$ cat config.mk
export PLATFORM = sky130hd
export DESIGN_NAME = serial_response_matcher
export DESIGN_NICKNAME = d
export VERILOG_FILES = /design/src/hw/rtl/srm_pkg.sv /design/src/hw/rtl/srm_regs.sv /design/src/hw/rtl/srm_core.sv /design/src/hw/rtl/serial_response_matcher.sv
export SDC_FILE = /design/constraint.sdc
export NUM_CORES = 1
export LEC_CHECK = 0
export ABC_AREA = 1
export CAP_MARGIN = 20
export CORE_MARGIN = 1
export CORE_UTILIZATION = 55
export DETAILED_ROUTE_END_ITERATION = 10
export DONT_BUFFER_PORTS = 1
export PLACE_DENSITY_LB_ADDON = 0.15
export SYNTH_ARGS = -nofsm -noshare
export SYNTH_HDL_FRONTEND = slang
export SYNTH_HIERARCHICAL = 1
export SYNTH_SLANG_ARGS = --single-unit
$ cat constraint.sdc
create_clock -name clk -period 4.39 [get_ports clk]
set_input_delay 0.2195 -clock clk [delete_from_list [all_inputs] [get_ports clk]]
set_output_delay 0.2195 -clock clk [all_outputs]
set_load 0.05 [all_outputs]
$ cat src/hw/rtl/srm_pkg.sv
// Package for the serial response matcher.
// Holds the operation and status codes, register indexes, limits and shared structs.
// No dependencies; every other file of the block imports it.
`default_nettype none

package srm_pkg;

	localparam int PATTERN_MAX = 16;
	localparam int DATA_MAX    = 255;

	localparam logic [15:0] TIMEOUT_RESET = 16'd1000;

	// Bit positions of the result fields inside m_tdata
	localparam int TD_BYTE_LSB   = 0;
	localparam int TD_INDEX_LSB  = 8;
	localparam int TD_PREFIX_BIT = 16;
	localparam int TD_STATUS_LSB = 17;
	localparam int TD_WIDTH      = 24;

	typedef enum logic [1:0] {
		OP_ARM  = 2'd0,
		OP_BYTE = 2'd1,
		OP_TICK = 2'd2,
		OP_NONE = 2'd3
	} op_t;

	typedef enum logic [1:0] {
		ST_WAIT    = 2'd0,
		ST_SUCCESS = 2'd1,
		ST_TIMEOUT = 2'd2,
		ST_UNUSED  = 2'd3
	} status_t;

	typedef enum logic [2:0] {
		REG_PATTERN_LOW    = 3'd0,
		REG_PATTERN_HIGH   = 3'd1,
		REG_PATTERN_LENGTH = 3'd2,
		REG_DATA_LENGTH    = 3'd3,
		REG_OPEN_ENDED     = 3'd4,
		REG_TIMEOUT_MS     = 3'd5
	} reg_index_t;

	typedef struct packed {
		logic [63:0] pattern_low;
		logic [63:0] pattern_high;
		logic [4:0]  pattern_length;
		logic [7:0]  data_length;
		logic        open_ended;
		logic [15:0] timeout_ms;
	} cfg_t;

	typedef struct packed {
		logic       data_valid;
		logic [7:0] data_byte;
		logic [7:0] data_index;
		logic       prefix_matched;
		status_t    status;
	} result_t;

endpackage

`default_nettype wire

$ cat src/hw/rtl/srm_regs.sv
// Configuration register file of the serial response matcher.
// Decodes the write channel into the cfg_t struct; depends on srm_pkg.
`default_nettype none

module srm_regs
	import srm_pkg::*;
(
	input  wire logic        clk,
	input  wire logic        arst_n,
	input  wire logic        wr_en,
	input  wire logic [2:0]  wr_index,
	input  wire logic [63:0] wr_data,
	output cfg_t             cfg
);

	cfg_t cfg_q;

	always_ff @(posedge clk or negedge arst_n) begin
		if (!arst_n) begin
			cfg_q.pattern_low    <= '0;
			cfg_q.pattern_high   <= '0;
			cfg_q.pattern_length <= '0;
			cfg_q.data_length    <= '0;
			cfg_q.open_ended     <= 1'b0;
			cfg_q.timeout_ms     <= TIMEOUT_RESET;
		end else if (wr_en) begin
			case (reg_index_t'(wr_index))
				REG_PATTERN_LOW:    cfg_q.pattern_low    <= wr_data;
				REG_PATTERN_HIGH:   cfg_q.pattern_high   <= wr_data;
				REG_PATTERN_LENGTH: cfg_q.pattern_length <= wr_data[4:0];
				REG_DATA_LENGTH:    cfg_q.data_length    <= wr_data[7:0];
				REG_OPEN_ENDED:     cfg_q.open_ended     <= wr_data[0];
				REG_TIMEOUT_MS:     cfg_q.timeout_ms     <= wr_data[15:0];
				default: ; // unmapped index: drop the write
			endcase
		end
	end

	assign cfg = cfg_q;

endmodule

`default_nettype wire

$ cat src/hw/rtl/srm_core.sv
// Match and capture state of the serial response matcher.
// Holds the wait state and computes one result per step; depends on srm_pkg.
`default_nettype none

module srm_core
	import srm_pkg::*;
(
	input  wire logic       clk,
	input  wire logic       arst_n,
	input  wire cfg_t       cfg,
	input  wire logic       step,
	input  wire op_t        op,
	input  wire logic [7:0] rx_byte,
	output result_t         result
);

	localparam logic [4:0] PLEN_MAX = 5'(PATTERN_MAX);
	localparam logic [7:0] DLEN_MAX = 8'(DATA_MAX);

	logic [4:0]  match_count_q, match_n;
	logic [7:0]  data_count_q, data_n;
	logic [15:0] ticks_left_q, ticks_n;
	logic        active_q, active_n;
	status_t     outcome_q, outcome_n;
	logic        armed_q, armed_n;

	logic [4:0]   eff_plen;
	logic [7:0]   eff_dlen;
	logic [127:0] pattern;
	logic [7:0]   exp_char;
	logic         matched_now;
	logic         capture;

	assign eff_plen    = (cfg.pattern_length > PLEN_MAX) ? PLEN_MAX : cfg.pattern_length;
	assign eff_dlen    = (cfg.data_length > DLEN_MAX) ? DLEN_MAX : cfg.data_length;
	assign pattern     = {cfg.pattern_high, cfg.pattern_low};
	assign exp_char    = pattern[{match_count_q[3:0], 3'b000} +: 8];
	assign matched_now = (match_count_q >= eff_plen);

	always_comb begin
		match_n   = match_count_q;
		data_n    = data_count_q;
		ticks_n   = ticks_left_q;
		active_n  = active_q;
		outcome_n = outcome_q;
		armed_n   = armed_q;
		capture   = 1'b0;

		case (op)
			OP_ARM: begin
				match_n   = '0;
				data_n    = '0;
				ticks_n   = cfg.timeout_ms;
				outcome_n = ST_WAIT;
				active_n  = 1'b1;
				armed_n   = 1'b1;
				// empty pattern, no data and not open-ended: done at once
				if (!cfg.open_ended && eff_plen == '0 && eff_dlen == '0) begin
					active_n  = 1'b0;
					outcome_n = ST_SUCCESS;
				end
			end
			OP_BYTE: begin
				if (active_q) begin
					if (!matched_now) begin
						if (exp_char == rx_byte)
							match_n = match_count_q + 5'd1;
					end else if (cfg.open_ended) begin
						capture = 1'b1;
						if (data_count_q < DLEN_MAX)
							data_n = data_count_q + 8'd1;
					end else if (data_count_q < eff_dlen) begin
						capture = 1'b1;
						data_n  = data_count_q + 8'd1;
					end
					if (!cfg.open_ended && match_n >= eff_plen && data_n >= eff_dlen) begin
						active_n  = 1'b0;
						outcome_n = ST_SUCCESS;
					end
				end
			end
			OP_TICK: begin
				if (active_q) begin
					if (ticks_left_q != '0)
						ticks_n = ticks_left_q - 16'd1;
					if (ticks_n == '0) begin
						active_n  = 1'b0;
						outcome_n = (cfg.open_ended && matched_now) ? ST_SUCCESS : ST_TIMEOUT;
					end
				end
			end
			default: ; // unused code: no state change
		endcase

		result.data_valid     = capture;
		result.data_byte      = capture ? rx_byte : 8'd0;
		result.data_index     = capture ? data_count_q : 8'd0;
		result.prefix_matched = armed_n && (match_n >= eff_plen);
		result.status         = outcome_n;
	end

	always_ff @(posedge clk or negedge arst_n) begin
		if (!arst_n) begin
			match_count_q <= '0;
			data_count_q  <= '0;
			ticks_left_q  <= '0;
			active_q      <= 1'b0;
			outcome_q     <= ST_WAIT;
			armed_q       <= 1'b0;
		end else if (step) begin
			match_count_q <= match_n;
			data_count_q  <= data_n;
			ticks_left_q  <= ticks_n;
			active_q      <= active_n;
			outcome_q     <= outcome_n;
			armed_q       <= armed_n;
		end
	end

endmodule

`default_nettype wire

$ cat src/hw/rtl/serial_response_matcher.sv
// Top level of the serial response matcher: stream ports, input and result registers.
// Instantiates srm_regs and srm_core; depends on srm_pkg.
//
//   channel   direction  payload                                      handshake
//   s_*       in         tuser: operation; tdata: rx_byte             tvalid/tready
//   m_*       out        tuser: data_valid; tdata: byte,index,flags   tvalid/tready
//   cfg_*     in         cfg_index, cfg_data (64 bit)                 cfg_valid/cfg_ready
//
// Each transaction passes through the input register (_s1) and then the result register
// (_s2); throughput is one item per cycle while m_tready does not stall.
// The match/capture state updates in the same cycle the item moves from _s1 to _s2.
// A stalled m_tready holds the result register, then the input register, then s_tready.
// arst_n clears all control state; configuration returns to its reset values.
// cfg_ready is always high.
`default_nettype none

module serial_response_matcher
	import srm_pkg::*;
(
	input  wire logic                clk,
	input  wire logic                arst_n,
	// input stream
	input  wire logic                s_tvalid,
	output logic                     s_tready,
	input  wire logic [7:0]          s_tdata,   // [7:0] rx_byte
	input  wire logic [1:0]          s_tuser,   // [1:0] operation
	// result stream
	output logic                     m_tvalid,
	input  wire logic                m_tready,
	output logic [TD_WIDTH-1:0]      m_tdata,   // [7:0] data_byte, [15:8] data_index,
	                                            // [16] prefix_matched, [18:17] status
	output logic                     m_tuser,   // [0] data_valid
	// configuration writes
	input  wire logic                cfg_valid,
	output logic                     cfg_ready,
	input  wire logic [2:0]          cfg_index,
	input  wire logic [63:0]         cfg_data
);

	cfg_t    cfg;
	result_t core_result;

	logic       valid_s1;
	op_t        op_s1;
	logic [7:0] byte_s1;

	logic       valid_s2;
	result_t    res_s2;

	logic       adv_s2;
	logic       adv_s1;

	// Result register is free when empty or being drained this cycle
	assign adv_s2   = !valid_s2 || m_tready;
	assign adv_s1   = valid_s1 && adv_s2;
	assign s_tready = !valid_s1 || adv_s2;

	assign cfg_ready = 1'b1;

	srm_regs u_regs (
		.clk      (clk),
		.arst_n   (arst_n),
		.wr_en    (cfg_valid),
		.wr_index (cfg_index),
		.wr_data  (cfg_data),
		.cfg      (cfg)
	);

	// Input register: capture a transaction whenever there is room
	always_ff @(posedge clk or negedge arst_n) begin
		if (!arst_n) begin
			valid_s1 <= 1'b0;
		end else if (s_tready) begin
			valid_s1 <= s_tvalid;
		end
	end

	always_ff @(posedge clk) begin
		if (s_tready && s_tvalid) begin
			op_s1   <= op_t'(s_tuser);
			byte_s1 <= s_tdata;
		end
	end

	// State advances only when the item actually moves on to the result register
	srm_core u_core (
		.clk     (clk),
		.arst_n  (arst_n),
		.cfg     (cfg),
		.step    (adv_s1),
		.op      (op_s1),
		.rx_byte (byte_s1),
		.result  (core_result)
	);

	// Result register: hold while the downstream side stalls
	always_ff @(posedge clk or negedge arst_n) begin
		if (!arst_n) begin
			valid_s2 <= 1'b0;
		end else if (adv_s2) begin
			valid_s2 <= valid_s1;
		end
	end

	always_ff @(posedge clk) begin
		if (adv_s1)
			res_s2 <= core_result;
	end

	assign m_tvalid = valid_s2;
	assign m_tuser  = res_s2.data_valid;
	assign m_tdata  = {5'd0, res_s2.status, res_s2.prefix_matched,
	                   res_s2.data_index, res_s2.data_byte};

endmodule

`default_nettype wire

==> flow_metrics.env <==
export IMPL_setup_viol=0
export IMPL_cts_setup_buffers=0
export IMPL_path_class="reg2reg"
export IMPL_clockBufferDepth=3
export IMPL_p_leak_uw=0.00715
export IMPL_power_frac_seq_pct=42.3
export IMPL_postRouteAntennaNets=0
export IMPL_combPwrFrac_pct=26.2
export IMPL_diodes=0
export IMPL_critPathBufInv=3
export IMPL_vdd_drop_max_uv=328
export IMPL_final_core_utilization_pct=63.6
export IMPL_intPower_uw=4360
export IMPL_hold_viol_final=193
export IMPL_maxSlewViolCount=0
export IMPL_async_flop_share_pct=86.5
export IMPL_hold_ws_ns=-0.611
export IMPL_ys_flop_type="dfrtp_1"
export IMPL_crit_top_cell="nand2_1"
export IMPL_cts_hold_buf=78
export IMPL_powerDensity_nw_per_um2=481
export IMPL_timing_fmax_mhz=253
export IMPL_dp_hpwl_um=21400
export IMPL_worstSetupEndpointType="flop"
export IMPL_rows=54
export IMPL_pwr_share_clk_pct=31.5
export IMPL_required_ns=4.67
export IMPL_via_per_inst=5.44
export IMPL_worst_pin_slew_ns=0.850
export IMPL_place_gp_congestion=0.898
export IMPL_routed_wl_um=32900
export IMPL_yosys_warnings=6
export IMPL_clock_skew_ns=0.0112
export IMPL_clk_insertion_delay_late_ns=0.53
export IMPL_core_area_um2=21800
export IMPL_io_pins=110
export IMPL_synth_seq_area_share_pct=47.1
export IMPL_cts_root_buf="clkbuf_16"
export IMPL_rsz0062_at_grt="false"
export IMPL_fin_crit_sh_pct=89.9
export IMPL_setup_tns_ns=0
export IMPL_violations="negative hold slack"
export IMPL_post_cts_resized=0
export IMPL_synth_distinct_cells=39
export IMPL_cp_slowest_cell="dfrtp_1"
export IMPL_critical_path_top_delay_family="simple AND/OR/NAND/NOR gates"
export IMPL_drc=0
export IMPL_grt_pass1_vias=10300
export IMPL_die_x_um=151
export IMPL_antenna_found_initial=0
export IMPL_hp_class="in2async"
export IMPL_start_kind="flop"
export IMPL_fin_nets=1792
export IMPL_syn_mean_instance_area_um2=7.47
export IMPL_grt_pass1_wl_um=52600
export IMPL_crit_arrival_ns=4.22
export IMPL_slew_headroom_pct=43.3
export IMPL_grt_max_degree=194
export IMPL_initial_core_util_pct=56.0
export IMPL_switching_power_uw=2290
export IMPL_maxCapViolCount=0
export IMPL_synth_edf_count=30
export IMPL_fp_dieH_um=151
export IMPL_finalCriticalPeriod_ns=3.95
export IMPL_portBuffers=0
export IMPL_cts_sinks=223
export IMPL_cts_htree_levels=1
export IMPL_grt_usage_pct=29.3
export IMPL_vias=10700
export IMPL_firstDrtPassIters=5
export IMPL_outcome="finished with violations"
export IMPL_wl_per_cell_um=16.7
export IMPL_syn_inst=1631
export IMPL_crit_path_max_incr_delay_ns=0.71
export IMPL_drt_initial_drc_count=801
export IMPL_area_growth_synth_to_final_pct=13.6
export IMPL_switching_share_pct=34.4
export IMPL_clkSlewWorstSetupHoldPaths_ns=0.06
export IMPL_numCtsBuffers=25
export IMPL_cts_tree="yes"
export IMPL_critPathMaxFanout=15
export IMPL_grt_overflow=0
export IMPL_syn_area_um2=12200
export IMPL_die_area_um2=22700
export IMPL_drive_gt1_share_pct=4.61
export IMPL_ys_ff_latch=223
==> through the flow <==
stage                     cells  hold slack [ns]  worst slack [ns]  power [µW]  area, µm²
final                      1971           -0.611             0.445        6650      13800
after global routing       1971           -0.633             0.148        7050      13800
after CTS                  1971           -0.621             0.473        6670      13800
after detailed placement   1848          -0.0705             0.506        4490      12200
after global placement     1848          -0.0713             0.603        4440      12200
after floorplan            1635          -0.0761             0.706        4050      12200
==> power by group through the flow <==
| stage | sequential, µW | combinational (µW) | clock [µW] |
|---|---|---|---|
| 3_3_place_gp | 2830 | 1610 | 0 |
| 4_1_cts | 2810 | 1730 | 2130 |
| 5_1_grt | 2860 | 1980 | 2210 |
| 6_report | 2810 | 1740 | 2090 |
| 2_1_floorplan | 2770 | 1290 | 0 |
| 3_5_place_dp | 2840 | 1640 | 0 |
==> worst register-to-register path: cells and delay by family, from the launching register on <==
kind	cells	cell delay, ns
buffers and inverters	3	0.56
AO/OA/AOI/OAI	5	0.63
AND/OR/NAND/NOR	16	1.53
adder cells (fa/ha/maj)	1	0.28
flip-flops	1	0.71
==> cells in the mapped netlist, types with 4 or more instances <==
master | n | area, µm²
o22ai_1 | 19 | 119
o211ai_1 | 6 | 45.0
clkinv_1 | 4 | 15.0
clkbuf_1 | 14 | 52.6
buf_4 | 16 | 120
xor2_1 | 15 | 131
nand2_1 | 615 | 2310
dfrtp_1 | 187 | 4680
buf_2 | 45 | 225
inv_1 | 152 | 571
nand4_1 | 9 | 56.3
inv_2 | 4 | 15.0
ha_1 | 37 | 463
nand3_1 | 218 | 1090
nor2_1 | 112 | 420
buf_6 | 5 | 56.3
nor2_2 | 4 | 25.0
a21oi_1 | 39 | 195
edfxtp_1 | 30 | 901
nor3_1 | 8 | 40.0
o21ai_1 | 11 | 55.1
o21ai_0 | 48 | 240
dfstp_2 | 6 | 158
==> final cells by class <==
type / instances / area [µm²]
clock buffer: 34 / 709
clock inverter: 11 / 115
fill: 1958 / 7920
inverter: 160 / 601
multi-input combinational: 1172 / 5430
sequential: 223 / 5740
tap: 280 / 350
timing repair buffer: 91 / 891
==> logic make-up (layout without fill, tap and decap cells) <==
| group | count (synthesis) | in the layout | synth area share, % |
|---|---|---|---|
| and+or+nand+nor | 980 | 980 | 33.2 |
| xor gates and xnor gates | 15 | 15 | 1.08 |
| AOI/OAI and AO/OA | 134 | 134 | 6.07 |
| DFF | 223 | 223 | 47.1 |
| other | 2 | 6 | 0.0617 |
| buffers and inverters | 240 | 296 | 8.66 |
| adders and majority gates | 37 | 37 | 3.80 |
==> state kept, by name, indices dropped and copies added, names as in the netlist <==
register,cells
u_core/armed_q,1
m_tuser,1
op_s1,2
u_core/data_count_q,8
u_core/outcome_q,2
u_core/active_q,1
u_core/ticks_left_q,16
valid_s1,1
u_core/match_count_q,5
m_tvalid,1
byte_s1,8
u_regs/cfg,158
m_tdata,19
==> per-layer routing <==
metal  vias to the layer above  track usage [%]  share of wire, %
met5                         -                0                 0
met4                         0             8.05               2.4
met3                        49             4.13               5.3
met2                       306             48.9                48
met1                      5078             39.9                45
li1                       5281                -                 -
==> path summary, 6_finish.rpt <==
kind,from,end,slack (ns),cells past startpoint
worst max-delay path,u_core/match_count_q[2],m_tdata[17],0.44,25
worst min-delay path,arst_n,u_core/ticks_left_q[10],-0.61,0
worst max register to register,u_core/match_count_q[2],m_tdata[17],0.44,25
worst min register to register,u_core/armed_q,u_core/armed_q,0.47,2
max in group asynchronous,arst_n,u_core/data_count_q[7],4.61,0
min in group clk,cfg_valid,u_regs/cfg[16],0.02,4
==> cell usage in the layout, fill, tap and decap left out, drive strengths merged, types with 3 or more instances in the layout <==
cell and n:
edfxtp 30, nor2 118, nand3 219, clkbuf 34, nor3 8, a21oi 39, xor2 15, nor4 3
nand4 9, inv 158, dfstp 6, nand2 617, dfrtp 187, dlygate4sd3 78, o21ai 59, clkinv 9
o211ai 6, ha 37, conb 6, o22ai 19, buf 13
Note: power is estimated with default switching activity, not from simulation.
